==> src/rtl/lebc_pkg.sv <==
`default_nettype none
// ---------------------------------------------------------------------------
// Line edit buffer package
// Command codes, cell operations and shared types of the line edit buffer.
// ---------------------------------------------------------------------------
package lebc_pkg;

  localparam int LINE_CAPACITY_DEF = 64;

  localparam int CMD_W   = 4;
  localparam int BYTE_W  = 8;
  localparam int OFF_W   = 8;
  localparam int POS_W   = 6;
  localparam int FIELD_W = 7;

  localparam logic [CMD_W-1:0] CMD_CLEAR     = 4'd0;
  localparam logic [CMD_W-1:0] CMD_INSERT    = 4'd1;
  localparam logic [CMD_W-1:0] CMD_DELETE    = 4'd2;
  localparam logic [CMD_W-1:0] CMD_BACKSPACE = 4'd3;
  localparam logic [CMD_W-1:0] CMD_LEFT      = 4'd4;
  localparam logic [CMD_W-1:0] CMD_RIGHT     = 4'd5;
  localparam logic [CMD_W-1:0] CMD_PEEK      = 4'd6;
  localparam logic [CMD_W-1:0] CMD_PREV_DIST = 4'd7;
  localparam logic [CMD_W-1:0] CMD_NEXT_DIST = 4'd8;
  localparam logic [CMD_W-1:0] CMD_READ_POS  = 4'd9;

  localparam logic [1:0] CELL_HOLD       = 2'd0;
  localparam logic [1:0] CELL_FROM_LEFT  = 2'd1;
  localparam logic [1:0] CELL_FROM_RIGHT = 2'd2;
  localparam logic [1:0] CELL_LOAD       = 2'd3;

  typedef struct packed {
    logic [1:0]        op;
    logic [BYTE_W-1:0] din;
  } cell_ctl_t;

endpackage
`default_nettype wire

==> src/rtl/lebc_if.sv <==
`default_nettype none
// ---------------------------------------------------------------------------
// Line edit buffer channels
// Command channel and result channel, each with valid, ready and payload.
// ---------------------------------------------------------------------------
interface lebc_req_if;
  import lebc_pkg::*;

  logic                     valid;
  logic                     ready;
  logic [CMD_W-1:0]         cmd;
  logic [BYTE_W-1:0]        char_in;
  logic signed [OFF_W-1:0]  offset;
  logic [POS_W-1:0]         position;

  modport source (output valid, cmd, char_in, offset, position, input ready);
  modport sink   (input valid, cmd, char_in, offset, position, output ready);
endinterface

interface lebc_rsp_if;
  import lebc_pkg::*;

  logic               valid;
  logic               ready;
  logic               accepted;
  logic [BYTE_W-1:0]  char_out;
  logic [FIELD_W-1:0] distance;
  logic [FIELD_W-1:0] cursor_pos;
  logic [FIELD_W-1:0] line_length;
  logic               at_base;
  logic               at_end;
  logic               is_full_flag;

  modport source (output valid, accepted, char_out, distance, cursor_pos, line_length,
                  at_base, at_end, is_full_flag, input ready);
  modport sink   (input valid, accepted, char_out, distance, cursor_pos, line_length,
                  at_base, at_end, is_full_flag, output ready);
endinterface
`default_nettype wire

==> src/rtl/line_edit_buffer_with_cursor.sv <==
`default_nettype none
// ---------------------------------------------------------------------------
// Line edit buffer with cursor
// Line store built as a ring of byte cells, with cursor, edits and queries.
//
//   channel | dir | payload
//   req     | in  | cmd, char_in, offset, position
//   rsp     | out | accepted, char_out, distance, cursor_pos, line_length,
//           |     | at_base, at_end, is_full_flag
//
// Edits and cursor moves pass through the exec and done states from accept
// to result: the cells shift toward a neighbor in one parallel step. Queries
// add a scan state in which the ring rotates once while cell 0 is watched.
// One item is in work at a time; req.ready is high only when idle, and a
// waiting result does not block the next accept. Reset clears cursor and
// length; the cell contents are undefined until written.
// ---------------------------------------------------------------------------
module line_edit_buffer_with_cursor #(
  parameter int LINE_CAPACITY = lebc_pkg::LINE_CAPACITY_DEF
) (
  input  wire logic  clk,
  input  wire logic  rst,
  lebc_req_if.sink   req,
  lebc_rsp_if.source rsp
);
  import lebc_pkg::*;

  localparam int CW = $clog2(LINE_CAPACITY + 1);
  localparam int TW = ((CW > OFF_W) ? CW : OFF_W) + 2;
  localparam logic [CW-1:0] CAP  = CW'(LINE_CAPACITY);
  localparam logic [CW-1:0] LAST = CW'(LINE_CAPACITY - 1);

  localparam logic [1:0] ST_IDLE = 2'd0;
  localparam logic [1:0] ST_EXEC = 2'd1;
  localparam logic [1:0] ST_SCAN = 2'd2;
  localparam logic [1:0] ST_DONE = 2'd3;

  logic [1:0]        state;
  logic [CMD_W-1:0]  cmd;
  logic [BYTE_W-1:0] ch;
  logic [CW-1:0]     cursor;
  logic [CW-1:0]     used_len;
  logic [CW-1:0]     tgt;
  logic              hit;
  logic [CW-1:0]     scan_k;
  logic              found;
  logic              acc;
  logic [BYTE_W-1:0] cout;
  logic [CW-1:0]     gap;

  cell_ctl_t         ctl [LINE_CAPACITY];
  logic [BYTE_W-1:0] cell_q [LINE_CAPACITY];

  logic signed [TW-1:0] peek_p;
  logic                 peek_hit;
  logic                 read_hit;
  logic                 edit_ok;

  assign req.ready = (state == ST_IDLE);

  always_comb begin
    peek_p   = $signed(TW'(cursor)) + TW'(req.offset);
    peek_hit = !peek_p[TW-1] && (peek_p < $signed(TW'(used_len)));
    read_hit = TW'(req.position) < TW'(used_len);
  end

  always_comb begin
    case (cmd)
      CMD_INSERT:    edit_ok = used_len < CAP;
      CMD_DELETE:    edit_ok = cursor < used_len;
      CMD_BACKSPACE: edit_ok = cursor != '0;
      CMD_LEFT:      edit_ok = cursor != '0;
      CMD_RIGHT:     edit_ok = cursor < used_len;
      default:       edit_ok = 1'b0;
    endcase
  end

  always_comb begin
    for (int i = 0; i < LINE_CAPACITY; i++) begin
      ctl[i].din = ch;
      ctl[i].op  = CELL_HOLD;
      if (state == ST_SCAN) begin
        ctl[i].op = CELL_FROM_RIGHT;
      end else if (state == ST_EXEC && edit_ok) begin
        case (cmd)
          CMD_INSERT: begin
            if ((CW+1)'(i) == (CW+1)'(cursor)) begin
              ctl[i].op = CELL_LOAD;
            end else if ((CW+1)'(i) > (CW+1)'(cursor) &&
                         (CW+1)'(i) <= (CW+1)'(used_len)) begin
              ctl[i].op = CELL_FROM_LEFT;
            end
          end
          CMD_DELETE: begin
            if ((CW+1)'(i) >= (CW+1)'(cursor) &&
                (CW+1)'(i) + 1'b1 < (CW+1)'(used_len)) begin
              ctl[i].op = CELL_FROM_RIGHT;
            end
          end
          CMD_BACKSPACE: begin
            if ((CW+1)'(i) + 1'b1 >= (CW+1)'(cursor) &&
                (CW+1)'(i) + 1'b1 < (CW+1)'(used_len)) begin
              ctl[i].op = CELL_FROM_RIGHT;
            end
          end
          default: ctl[i].op = CELL_HOLD;
        endcase
      end
    end
  end

  for (genvar g = 0; g < LINE_CAPACITY; g++) begin : g_cell
    lebc_cell u_cell (
      .clk   (clk),
      .ctl   (ctl[g]),
      .left  (cell_q[(g + LINE_CAPACITY - 1) % LINE_CAPACITY]),
      .right (cell_q[(g + 1) % LINE_CAPACITY]),
      .q     (cell_q[g])
    );
  end

  always_ff @(posedge clk) begin
    if (rst) begin
      state     <= ST_IDLE;
      cursor    <= '0;
      used_len  <= '0;
      rsp.valid <= 1'b0;
    end else begin
      if (rsp.valid && rsp.ready && state != ST_DONE) begin
        rsp.valid <= 1'b0;
      end
      case (state)
        ST_IDLE: begin
          if (req.valid) begin
            cmd   <= req.cmd;
            ch    <= req.char_in;
            state <= ST_EXEC;
            if (req.cmd == CMD_PEEK) begin
              tgt <= peek_p[CW-1:0];
              hit <= peek_hit;
            end else begin
              tgt <= TW'(req.position) < TW'(LINE_CAPACITY) ?
                     CW'(req.position) : '0;
              hit <= read_hit;
            end
          end
        end
        ST_EXEC: begin
          cout   <= '0;
          scan_k <= '0;
          found  <= 1'b0;
          if (cmd inside {CMD_PEEK, CMD_READ_POS, CMD_PREV_DIST, CMD_NEXT_DIST}) begin
            state <= ST_SCAN;
          end else begin
            state <= ST_DONE;
          end
          case (cmd)
            CMD_CLEAR: begin
              acc      <= 1'b1;
              gap      <= '0;
              cursor   <= '0;
              used_len <= '0;
            end
            CMD_INSERT: begin
              acc <= edit_ok;
              gap <= '0;
              if (edit_ok) begin
                cursor   <= cursor + 1'b1;
                used_len <= used_len + 1'b1;
              end
            end
            CMD_DELETE: begin
              acc <= edit_ok;
              gap <= '0;
              if (edit_ok) begin
                used_len <= used_len - 1'b1;
              end
            end
            CMD_BACKSPACE: begin
              acc <= edit_ok;
              gap <= '0;
              if (edit_ok) begin
                cursor   <= cursor - 1'b1;
                used_len <= used_len - 1'b1;
              end
            end
            CMD_LEFT: begin
              acc <= edit_ok;
              gap <= '0;
              if (edit_ok) begin
                cursor <= cursor - 1'b1;
              end
            end
            CMD_RIGHT: begin
              acc <= edit_ok;
              gap <= '0;
              if (edit_ok) begin
                cursor <= cursor + 1'b1;
              end
            end
            CMD_PEEK, CMD_READ_POS: begin
              acc <= 1'b1;
              gap <= '0;
            end
            CMD_PREV_DIST: begin
              acc <= 1'b1;
              gap <= cursor;
            end
            CMD_NEXT_DIST: begin
              acc <= 1'b1;
              gap <= used_len - cursor;
            end
            default: begin
              acc <= 1'b0;
              gap <= '0;
            end
          endcase
        end
        ST_SCAN: begin
          case (cmd)
            CMD_PEEK, CMD_READ_POS: begin
              if (hit && scan_k == tgt) begin
                cout <= cell_q[0];
              end
            end
            CMD_PREV_DIST: begin
              if (scan_k < cursor && cell_q[0] == ch) begin
                gap <= cursor - scan_k - 1'b1;
              end
            end
            CMD_NEXT_DIST: begin
              if (!found && scan_k >= cursor && scan_k < used_len && cell_q[0] == ch) begin
                gap   <= scan_k - cursor;
                found <= 1'b1;
              end
            end
            default: cout <= cout;
          endcase
          scan_k <= scan_k + 1'b1;
          if (scan_k == LAST) begin
            state <= ST_DONE;
          end
        end
        ST_DONE: begin
          if (!rsp.valid || rsp.ready) begin
            rsp.valid        <= 1'b1;
            rsp.accepted     <= acc;
            rsp.char_out     <= cout;
            rsp.distance     <= FIELD_W'(gap);
            rsp.cursor_pos   <= FIELD_W'(cursor);
            rsp.line_length  <= FIELD_W'(used_len);
            rsp.at_base      <= cursor == '0;
            rsp.at_end       <= cursor == used_len;
            rsp.is_full_flag <= used_len == CAP;
            state            <= ST_IDLE;
          end
        end
        default: state <= ST_IDLE;
      endcase
    end
  end

  a_cursor_in_line: assert property (@(posedge clk) disable iff (rst)
    cursor <= used_len) else $error("Cursor is beyond the line length.");

  a_length_in_store: assert property (@(posedge clk) disable iff (rst)
    used_len <= CAP) else $error("Line length exceeds the store capacity.");

  a_result_from_done: assert property (@(posedge clk) disable iff (rst)
    $rose(rsp.valid) |-> $past(state) == ST_DONE)
    else $error("Result was loaded outside the done state.");

  a_scan_runs_out: assert property (@(posedge clk) disable iff (rst)
    (state == ST_SCAN && scan_k != LAST) |=> state == ST_SCAN)
    else $error("Ring rotation ended early.");

endmodule
`default_nettype wire

==> src/rtl/lebc_cell.sv <==
`default_nettype none
// ---------------------------------------------------------------------------
// Line edit buffer cell
// One byte of the line; holds, loads, or takes its left or right neighbor.
// ---------------------------------------------------------------------------
module lebc_cell (
  input  wire logic                      clk,
  input  wire lebc_pkg::cell_ctl_t       ctl,
  input  wire logic [lebc_pkg::BYTE_W-1:0] left,
  input  wire logic [lebc_pkg::BYTE_W-1:0] right,
  output logic [lebc_pkg::BYTE_W-1:0]    q
);
  import lebc_pkg::*;

  always_ff @(posedge clk) begin
    case (ctl.op)
      CELL_HOLD:       q <= q;
      CELL_FROM_LEFT:  q <= left;
      CELL_FROM_RIGHT: q <= right;
      CELL_LOAD:       q <= ctl.din;
      default:         q <= q;
    endcase
  end

endmodule
`default_nettype wire

==> src/flat_wrapper.sv <==
// flat-port wrapper written by rule: the top's interface ports become plain ports
module line_edit_buffer_with_cursor_flat import lebc_pkg::*;
#(
  parameter int LINE_CAPACITY = lebc_pkg::LINE_CAPACITY_DEF
)
  (clk, rst, req_valid, req_cmd, req_char_in, req_offset, req_position, req_ready, rsp_valid, rsp_accepted, rsp_char_out, rsp_distance, rsp_cursor_pos, rsp_line_length, rsp_at_base, rsp_at_end, rsp_is_full_flag, rsp_ready);
  lebc_req_if req_i ();
  lebc_rsp_if rsp_i ();
  input  wire logic clk;
  input  wire logic rst;
  input wire logic [$bits(req_i.valid)-1:0] req_valid;
  input wire logic [$bits(req_i.cmd)-1:0] req_cmd;
  input wire logic [$bits(req_i.char_in)-1:0] req_char_in;
  input wire logic [$bits(req_i.offset)-1:0] req_offset;
  input wire logic [$bits(req_i.position)-1:0] req_position;
  output wire logic [$bits(req_i.ready)-1:0] req_ready;
  output wire logic [$bits(rsp_i.valid)-1:0] rsp_valid;
  output wire logic [$bits(rsp_i.accepted)-1:0] rsp_accepted;
  output wire logic [$bits(rsp_i.char_out)-1:0] rsp_char_out;
  output wire logic [$bits(rsp_i.distance)-1:0] rsp_distance;
  output wire logic [$bits(rsp_i.cursor_pos)-1:0] rsp_cursor_pos;
  output wire logic [$bits(rsp_i.line_length)-1:0] rsp_line_length;
  output wire logic [$bits(rsp_i.at_base)-1:0] rsp_at_base;
  output wire logic [$bits(rsp_i.at_end)-1:0] rsp_at_end;
  output wire logic [$bits(rsp_i.is_full_flag)-1:0] rsp_is_full_flag;
  input wire logic [$bits(rsp_i.ready)-1:0] rsp_ready;
  assign req_i.valid = req_valid;
  assign req_i.cmd = req_cmd;
  assign req_i.char_in = req_char_in;
  assign req_i.offset = req_offset;
  assign req_i.position = req_position;
  assign req_ready = req_i.ready;
  assign rsp_valid = rsp_i.valid;
  assign rsp_accepted = rsp_i.accepted;
  assign rsp_char_out = rsp_i.char_out;
  assign rsp_distance = rsp_i.distance;
  assign rsp_cursor_pos = rsp_i.cursor_pos;
  assign rsp_line_length = rsp_i.line_length;
  assign rsp_at_base = rsp_i.at_base;
  assign rsp_at_end = rsp_i.at_end;
  assign rsp_is_full_flag = rsp_i.is_full_flag;
  assign rsp_i.ready = rsp_ready;
  line_edit_buffer_with_cursor #(.LINE_CAPACITY(LINE_CAPACITY)) u_core (.clk(clk), .rst(rst), .req(req_i), .rsp(rsp_i));
endmodule
==> config.mk <==
export PLATFORM = sky130hd
export DESIGN_NAME = line_edit_buffer_with_cursor_flat
export DESIGN_NICKNAME = d
export VERILOG_FILES = /design/src/rtl/lebc_pkg.sv /design/src/rtl/lebc_if.sv /design/src/rtl/line_edit_buffer_with_cursor.sv /design/src/rtl/lebc_cell.sv /design/src/flat_wrapper.sv
export SDC_FILE = /design/constraint.sdc
export NUM_CORES = 1
export LEC_CHECK = 0
export ABC_AREA = 1
export BUFFER_PORTS_ARGS = -buffer_cell sky130_fd_sc_hd__buf_2
export CAP_MARGIN = 15
export CORE_MARGIN = 4
export CORE_UTILIZATION = 29
export DETAILED_ROUTE_END_ITERATION = 6
export GPL_TIMING_DRIVEN = 0
export PLACE_DENSITY_LB_ADDON = 0.08
export SLEW_MARGIN = 5
export SYNTH_ARGS = -nofsm -noshare
export SYNTH_HDL_FRONTEND = slang
export SYNTH_SLANG_ARGS = --single-unit
export TNS_END_PERCENT = 20
==> constraint.sdc <==
create_clock -name clk -period 2.96 [get_ports clk]
set_clock_uncertainty 0.2 [all_clocks]
set_input_delay 0.148 -clock clk [delete_from_list [all_inputs] [get_ports clk]]
set_output_delay 0.148 -clock clk [all_outputs]
set_load 0.01 [all_outputs]
==> results of run 1 <==
==> area by class of cell <==
type                    instances  area, µm²
diodes                          2       5.00
plain buffers                 218       1700
clock buffers                 107       2210
clock inverters                37        372
fillers                     13803      81900
inverters                     289       1290
multi-input cells            3728      20100
flip-flops and latches        606      18100
well taps                    1742       2180
repair buffers                244       2340
==> per-stage QoR <==
step                TNS (ns)  power, mW  area [µm²]  setup WS [ns]
finish               -150.24       40.9       48300         -0.269
global route         -175.00       42.8       48300         -0.315
CTS                  -120.45       40.6       47500         -0.195
global placement    -2064.89       29.2       40800          -2.40
detailed placement  -1998.47       29.4       41300          -2.41
floorplan             -0.182       23.4       38300       -0.00266
==> cell families after synthesis <==
family          Yosys count
compound gates          258
fa+ha+maj                63
xor+xnor                 24
buf+inv                 509
simple gates           3377
flops                   606
==> synthesized netlist by cell type (all sizes together) <==
cell / count / share of area
nor3: 10 / 0.0013
clkinv: 38 / 0.0037
fa: 3 / 0.0016
inv: 251 / 0.025
buf: 124 / 0.019
nand2: 1235 / 0.13
nand3: 1702 / 0.22
o22ai: 4 / 0.00066
a31oi: 10 / 0.0016
ha: 60 / 0.020
o21ai: 121 / 0.016
o221ai: 1 / 0.00023
dfxtp: 17 / 0.0089
o32ai: 1 / 0.00023
nand3b: 3 / 0.00059
o211ai: 4 / 0.00079
edfxtp: 589 / 0.46
o21bai: 6 / 0.0012
a21oi: 104 / 0.014
a21boi: 1 / 0.00020
a32o: 2 / 0.00052
xnor2: 12 / 0.0028
nand4: 109 / 0.018
nor2: 308 / 0.036
nor4: 1 / 0.00016
o2bb2ai: 1 / 0.00023
xor2: 12 / 0.0028
clkbuf: 96 / 0.0094
and3: 1 / 0.00016
o31ai: 2 / 0.00039
or2: 8 / 0.0013
a21o: 1 / 0.00020
==> path summary, 6_finish.rpt <==
path | to | slack [ns] | depth (start not counted)
max | u_core.g_cell[0].u_cell.q[0] | -0.27 | 16
min | u_core.tgt[6] | 0.08 | 8
max reg2reg | u_core.g_cell[0].u_cell.q[0] | -0.27 | 16
min reg2reg | u_core.rsp.distance[6] | 0.22 | 0
==> state kept, by name (all words and copies together) (netlist names), 7 cells and up <==
name                    flops
u_core.scan_k               7
u_core.gap                  7
u_core.rsp.char_out         8
u_core.rsp.cursor_pos       7
u_core.rsp.distance         7
u_core.g_cell.u_cell.q    512
u_core.cout                 8
u_core.ch                   8
u_core.cursor               7
u_core.rsp.line_length      7
u_core.used_len             7
u_core.tgt                  7
==> power by group through the flow <==
stage / Sequential, mW / Combinational (mW) / Clock, mW
detailed placement: 16.6 / 12.8 / 0
floorplan: 15.1 / 8.34 / 0
CTS: 16.4 / 14.1 / 10.1
global placement: 16.6 / 12.6 / 0
global route: 16.6 / 15.7 / 10.4
finish: 16.5 / 14.5 / 9.92
==> metal layers <==
metal / wire (µm) / part of all wire
met3: 17100 / 0.081
met5: 25 / 0.00012
met1: 89900 / 0.42
met4: 12200 / 0.058
met2: 92800 / 0.44
==> worst max-delay path: cells and delay by family (launching register included) <==
family / cells / cell delay, ns
compound gates: 1 / 0.22
simple gates: 8 / 0.79
flops: 1 / 0.36
buf+inv: 6 / 0.98
fa+ha+maj: 1 / 0.37
==> repair_timing <==
item                                     CTS  global route
setup buffers                             74            28
endpoints found under the setup margin  1069          1046
hold buffers                              43             0
cloned                                    17             3
endpoints found under the hold margin     55             0
pin swaps                                 52            22
resized for setup                        649           137
==> reports/qor.csv, run 1 <==
metric;value;unit
clk_latency;0.70;ns
power.ir.vdd_worst;520;µV
fp.dieW;371;µm
crit_type;reg -> reg;
drv_cap;0;
internal_power_contribution;24.4;mW
antenna_left;0;
post_synthesis_share_of_cell_area_spent_on_full_adders_half_adders_and_majority_gates;0.0212;
die_area;0.138;mm²
dp_hpwl;157;mm
root_buffer;clkbuf_16;
layout_commonest_cell;nand3_1;
clock_tree.htree_level_count;3;
rr_startpoint;u_core.cursor[0];
final_core_utilization;0.371;
detail_route.wirelength;212;mm
post_route_cells_drive_above_1_share;0.196;
fmax;310;MHz
grt_first_pass_wirelength;293;mm
setup_viol;1013;
area_of_the_mapped_netlist;0.0382;mm²
max_stage_delay;0.37;ns
finalWorstSetupSlack;-0.269;ns
synthSimpleGateAreaFrac;0.407;
setup.worst_path.start;u_core.cursor[0];
drv_slew;0;
worst_pin_slew;1.25;ns
power.switching_fraction;0.403;
yosysWarningCount;0;
finalHoldViolCount;0;
min_path_type;in -> reg;
finish.net_count;5259;
arrival;3.47;ns
top_level_ports;65;
tritoncts;done;
clock_sink_count;606;
numPortBuffers;64;
syn2layout_area_growth;26.4;%
seqPwrFrac;0.402;
synth_mux_area_frac;0;
rsz0062_at_grt;yes;
grt.overflow.total;0;
clkSlewWorstSetupHoldPaths;0.06;ns
synth-seq-cells;606;
min-delay-start;req_offset[4];
cp-start-kind;register;
antenna_found_initial;12;
detailroute.via_count;39846;
initialDrtViolationCount;4236;
maxSlewHeadroom;0.169;
grt_util_all_layers;0.300;
grt.met1_usage;0.403;
hold_slack;0.0786;ns
wl_per_cell;30.4;µm
crit_chain;inv_4, ha_2, nand2_8, clkinv_4, nand2_4, a21oi_4, nand2_4, nand3_4, buf_12, inv_12, buf_16, buf_12, nand2_8, nand2_1, nand3_1, nand2_1;
synthesis.area_per_instance;7.89;µm²
synth-compound-area-share;0.0364;
cp_data_required_time;3.21;ns
synth_sequential_area_ratio;0.472;
num_rows;132;
drt-vias-per-instance;5.71;
number_of_cts_inserted_buffers;79;
clock_power_share;0.242;
die_y;371;µm
worst-path-max-fanout;11;
run_status;finished, violations left;
largest_net_degree_at_the_start_of_global_routing;30;
failed_checks;negative setup slack;
crit_slowest_cell;ha_2;
first_global_vias;38524;
power-per-cell-area;848;mW/mm²
cp-end-kind;register;
synth.net_count;4930;
met3_usage;0.0597;
first_pass_iters;6;
routabilityCongestion;1.06;
post_synth_xor_area_fraction;0.00551;
power.static_leakage;19.2;nW
netlist-cell-type-count;45;
comb_power_share;0.355;
synth_top_family_by_area;simple AND/OR/NAND/NOR gates;
post-route-drc-count;0;
synthCells;4837;
p_switching;16.5;mW
min_period;3.23;ns
core-area;0.130;mm²
gr_met2_demand_resource;0.464;
final.period_utilization;1.09;
fin_cells;6973;
placed_cells;6664;
cts_max_path_buffers;3;
most_used_cells_in_the_layout_excluding_fill_and_tap_cells;nand3_1 (1,665), nand2_1 (1,033), edfxtp_1 (589);
global_route.peak_usage_layer;met2;
start_util;0.293;
Power figures use the tool's default switching activity.
==> run 2, diff against run 1 <==
--- a/config.mk
+++ b/config.mk
@@ -10,9 +10,11 @@
 export CAP_MARGIN = 15
 export CORE_MARGIN = 4
 export CORE_UTILIZATION = 29
+export CTS_CLUSTER_DIAMETER = 100
 export DETAILED_ROUTE_END_ITERATION = 6
 export GPL_TIMING_DRIVEN = 0
 export PLACE_DENSITY_LB_ADDON = 0.08
+export SETUP_SLACK_MARGIN = 0.02
 export SLEW_MARGIN = 5
 export SYNTH_ARGS = -nofsm -noshare
 export SYNTH_HDL_FRONTEND = slang
==> run 2 against run 1 <==
  * The flow finishes with violations (design-rule violations, negative setup slack)
  * Die area did not move
  * Via count increased by 3.0%
  * Combinational power is 12% higher
  * Maximum frequency grew 3.9%
  * Non-clock buffer count increased by 128
  * Hold slack improved by 0.038 ns
  * Critical path type unchanged
  * Largest power group unchanged
==> reports/qor.csv, run 2 (synthesis gave the netlist of run 1 again) <==
metric;value;unit;change
fp.dieW;371;µm;unchanged
route.met2.wl;99.0;mm;was 92.8 mm
cp_num_cells;18;;was 16
routed-wl-met3;16.5;mm;was 17.1 mm
core-area;0.130;mm²;unchanged
detail_route.wirelength;222;mm;was 212 mm
power.switching_fraction;0.410;;was 0.403
min_path_type;in -> reg;;unchanged
detailroute.via_count;41027;;was 39,846
top_layer;met5;;unchanged
registers.top_by_ff_count;u_core.g_cell.u_cell.q;;unchanged
cts_max_path_buffers;3;;unchanged
critPathBufInv;7;;was 6
clock_tree.htree_level_count;3;;unchanged
most_used_cells_in_the_layout_excluding_fill_and_tap_cells;nand3_1 (1,461), nand2_1 (997), edfxtp_1 (589);;was nand3_1 (1,665), nand2_1 (1,033), edfxtp_1 (589)
largest_net_degree_at_the_start_of_global_routing;30;;unchanged
die_y;371;µm;unchanged
cp-end-kind;register;;unchanged
syn2layout_area_growth;37.9;%;was 26.4%
arrival;3.35;ns;was 3.47 ns
finish.net_count;5411;;was 5,259
clk_latency;0.72;ns;was 0.70 ns
top_level_ports;65;;unchanged
largest_reg_flops;512;;unchanged
multi_input_comb_area;0.0226;mm²;was 0.0201 mm²
power.static_leakage;20.4;nW;was 19.2 nW
grt_util_all_layers;0.314;;was 0.300
start_util;0.293;;unchanged
min-delay-start;req_offset[3];;was req_offset[4]
drv_cap;0;;unchanged
comb_power_share;0.380;;was 0.355
worst-path-max-fanout;9;;was 11
grt.overflow.total;0;;unchanged
fillerInstances;13450;;was 13,803
r2r.worst_path.cells;18;;was 16
dp_hpwl;163;mm;was 157 mm
power.ir.vdd_worst;474;µV;was 520 µV
drv_slew;0;;unchanged
power-per-cell-area;815;mW/mm²;was 848 mW/mm²
seqPwrFrac;0.389;;was 0.402
antenna_found_initial;16;;was 12
number_of_cts_inserted_buffers;79;;unchanged
rr_startpoint;u_core.cursor[1];;was u_core.cursor[0]
rsz0062_at_grt;yes;;unchanged
first_pass_iters;7;;was 6
min_to;u_core.hit;;was u_core.tgt[6]
final.period_utilization;1.05;;was 1.09
setup_viol;671;;was 1,013
failed_checks;design-rule violations, negative setup slack;;was negative setup slack
fmax;322;MHz;was 310 MHz
post_route_cells_drive_above_1_share;0.271;;was 0.196
routabilityCongestion;1.03;;was 1.06
clkSlewWorstSetupHoldPaths;0.06;ns;about the same
critical-path-top-delay-family;buffers and inverters;;unchanged
min_period;3.11;ns;was 3.23 ns
numPortBuffers;64;;unchanged
antenna_left;0;;unchanged
die_area;0.138;mm²;unchanged
total_power;42.9;mW;was 40.9 mW
grt_first_pass_wirelength;304;mm;was 293 mm
worst_pin_slew;1.25;ns;about the same
layout_commonest_cell;nand3_1;;unchanged
seqCellArea;0.0181;mm²;about the same
worstReg2RegEnd;u_core.g_cell[63].u_cell.q[7];;was u_core.g_cell[0].u_cell.q[0]
drt-vias-per-instance;5.76;;was 5.71
crit_chain;buf_8, clkinvlp_4, buf_12, ha_4, nand3_2, nand2_2, nand2_2, nand2_2, nand2_4, nand2_4, nand3_4, buf_12, buf_12, clkbuf_16, nor2_4, inv_4, nand3_1, nand3_1;;was inv_4, ha_2, nand2_8, clkinv_4, nand2_4, a21oi_4, nand2_4, nand3_4, buf_12, inv_12, buf_16, buf_12, nand2_8, nand2_1, nand3_1, nand2_1
run_status;finished, violations left;;unchanged
maxSlewHeadroom;0.170;;was 0.169
post-route-drc-count;1;;was 0
clock_sink_count;606;;unchanged
clock_power_share;0.231;;was 0.242
hold_depth;8;;unchanged
detail_route.wirelength.met1;94.4;mm;was 89.9 mm
finalHoldViolCount;0;;unchanged
max_stage_delay;0.35;ns;was 0.37 ns
cp_data_required_time;3.21;ns;about the same
cp-start-kind;register;;unchanged
crit_slowest_cell;dfxtp_4;;was ha_2
initialDrtViolationCount;4534;;was 4,236
fin_cells;7127;;was 6,973
first_global_vias;39518;;was 38,524
tritoncts;done;;unchanged
ff2ff_setup_slack;-0.15;ns;was -0.27 ns
p_switching;17.6;mW;was 16.5 mW
num_rows;132;;unchanged
placed_cells;6668;;was 6,664
finalWorstSetupSlack;-0.148;ns;was -0.269 ns
root_buffer;clkbuf_16;;unchanged
internal_power_contribution;25.3;mW;was 24.4 mW
crit_type;reg -> reg;;unchanged
wl_per_cell;31.2;µm;was 30.4 µm
## run 2: layer usage
metal	global-route usage	up-vias
met5	0	-
met4	0.147	6
met3	0.0631	478
met2	0.493	1881
met1	0.414	20490
li1	-	18172
## run 2: power by group through the flow
| stage | Sequential, mW | Clock [mW] | Combinational [mW] |
|---|---|---|---|
| floorplan | 15.1 | 0 | 8.38 |
| global placement | 16.7 | 0 | 12.7 |
| detailed placement | 16.6 | 0 | 12.9 |
| CTS | 16.5 | 10.1 | 14.9 |
| global route | 16.8 | 10.4 | 17.6 |
| finish | 16.7 | 9.93 | 16.3 |
## run 2: worst max-delay path by stage
stage / from / end / slack, ns
6_report: u_core.cursor[1] / u_core.g_cell[63].u_cell.q[7] / -0.15
5_1_grt: u_core.cursor[1] / u_core.hit / -0.24
4_1_cts: u_core.cursor[1] / u_core.hit / -0.15
3_5_place_dp: u_core.cursor[1] / u_core.g_cell[16].u_cell.q[3] / -2.60
3_3_place_gp: u_core.cursor[1] / u_core.g_cell[16].u_cell.q[3] / -2.64
2_1_floorplan: u_core.cursor[2] / u_core.g_cell[54].u_cell.q[0] / 0.02
## run 2: cell type report
type,count,area share
clock buffers,97,0.0408
repair buffers,374,0.0748
multi-input cells,3748,0.429
flip-flops and latches,606,0.343
plain buffers,216,0.0355
diodes,3,0.000143
clock inverters,48,0.00848
repair inverters,4,0.000475
well taps,1742,0.0414
inverters,289,0.0262
## run 2: timing repair
| action | in CTS | in global routing |
|---|---|---|
| gates resized for setup | 850 | 515 |
| endpoints found under the hold margin | 55 | 0 |
| buffers inserted | 111 | 99 |
| cloned | 47 | 18 |
| pin swaps | 100 | 159 |
| endpoints found under the setup margin | 1068 | 1044 |
| hold buffers | 44 | 0 |
## run 2: worst register-to-register path, cell delays in order (launching register included)
cell        delay, ns
dfxtp_4          0.35
buf_8            0.12
clkinvlp_4       0.10
buf_12           0.14
ha_4             0.27
nand3_2          0.06
nand2_2          0.08
nand2_2          0.05
nand2_2          0.08
nand2_4          0.07
nand2_4          0.09
nand3_4          0.12
buf_12           0.23
buf_12           0.14
clkbuf_16        0.18
nor2_4           0.25
inv_4            0.12
nand3_1          0.12
nand3_1          0.08
## run 2: per-stage QoR
stage / cell area [µm²] / hold WS (ns) / utilization / TNS (ns) / worst slack, ns
2_1_floorplan: 38400 / 0.0171 / - / 0 / 0.0192
3_3_place_gp: 40900 / 0.129 / 0.314 / -2237.89 / -2.64
3_5_place_dp: 41500 / 0.131 / 0.319 / -2154.09 / -2.60
4_1_cts: 49500 / 0.0725 / 0.381 / -58.59 / -0.148
5_1_grt: 52600 / 0.140 / 0.405 / -81.84 / -0.235
6_report: 52700 / 0.116 / 0.405 / -32.56 / -0.148
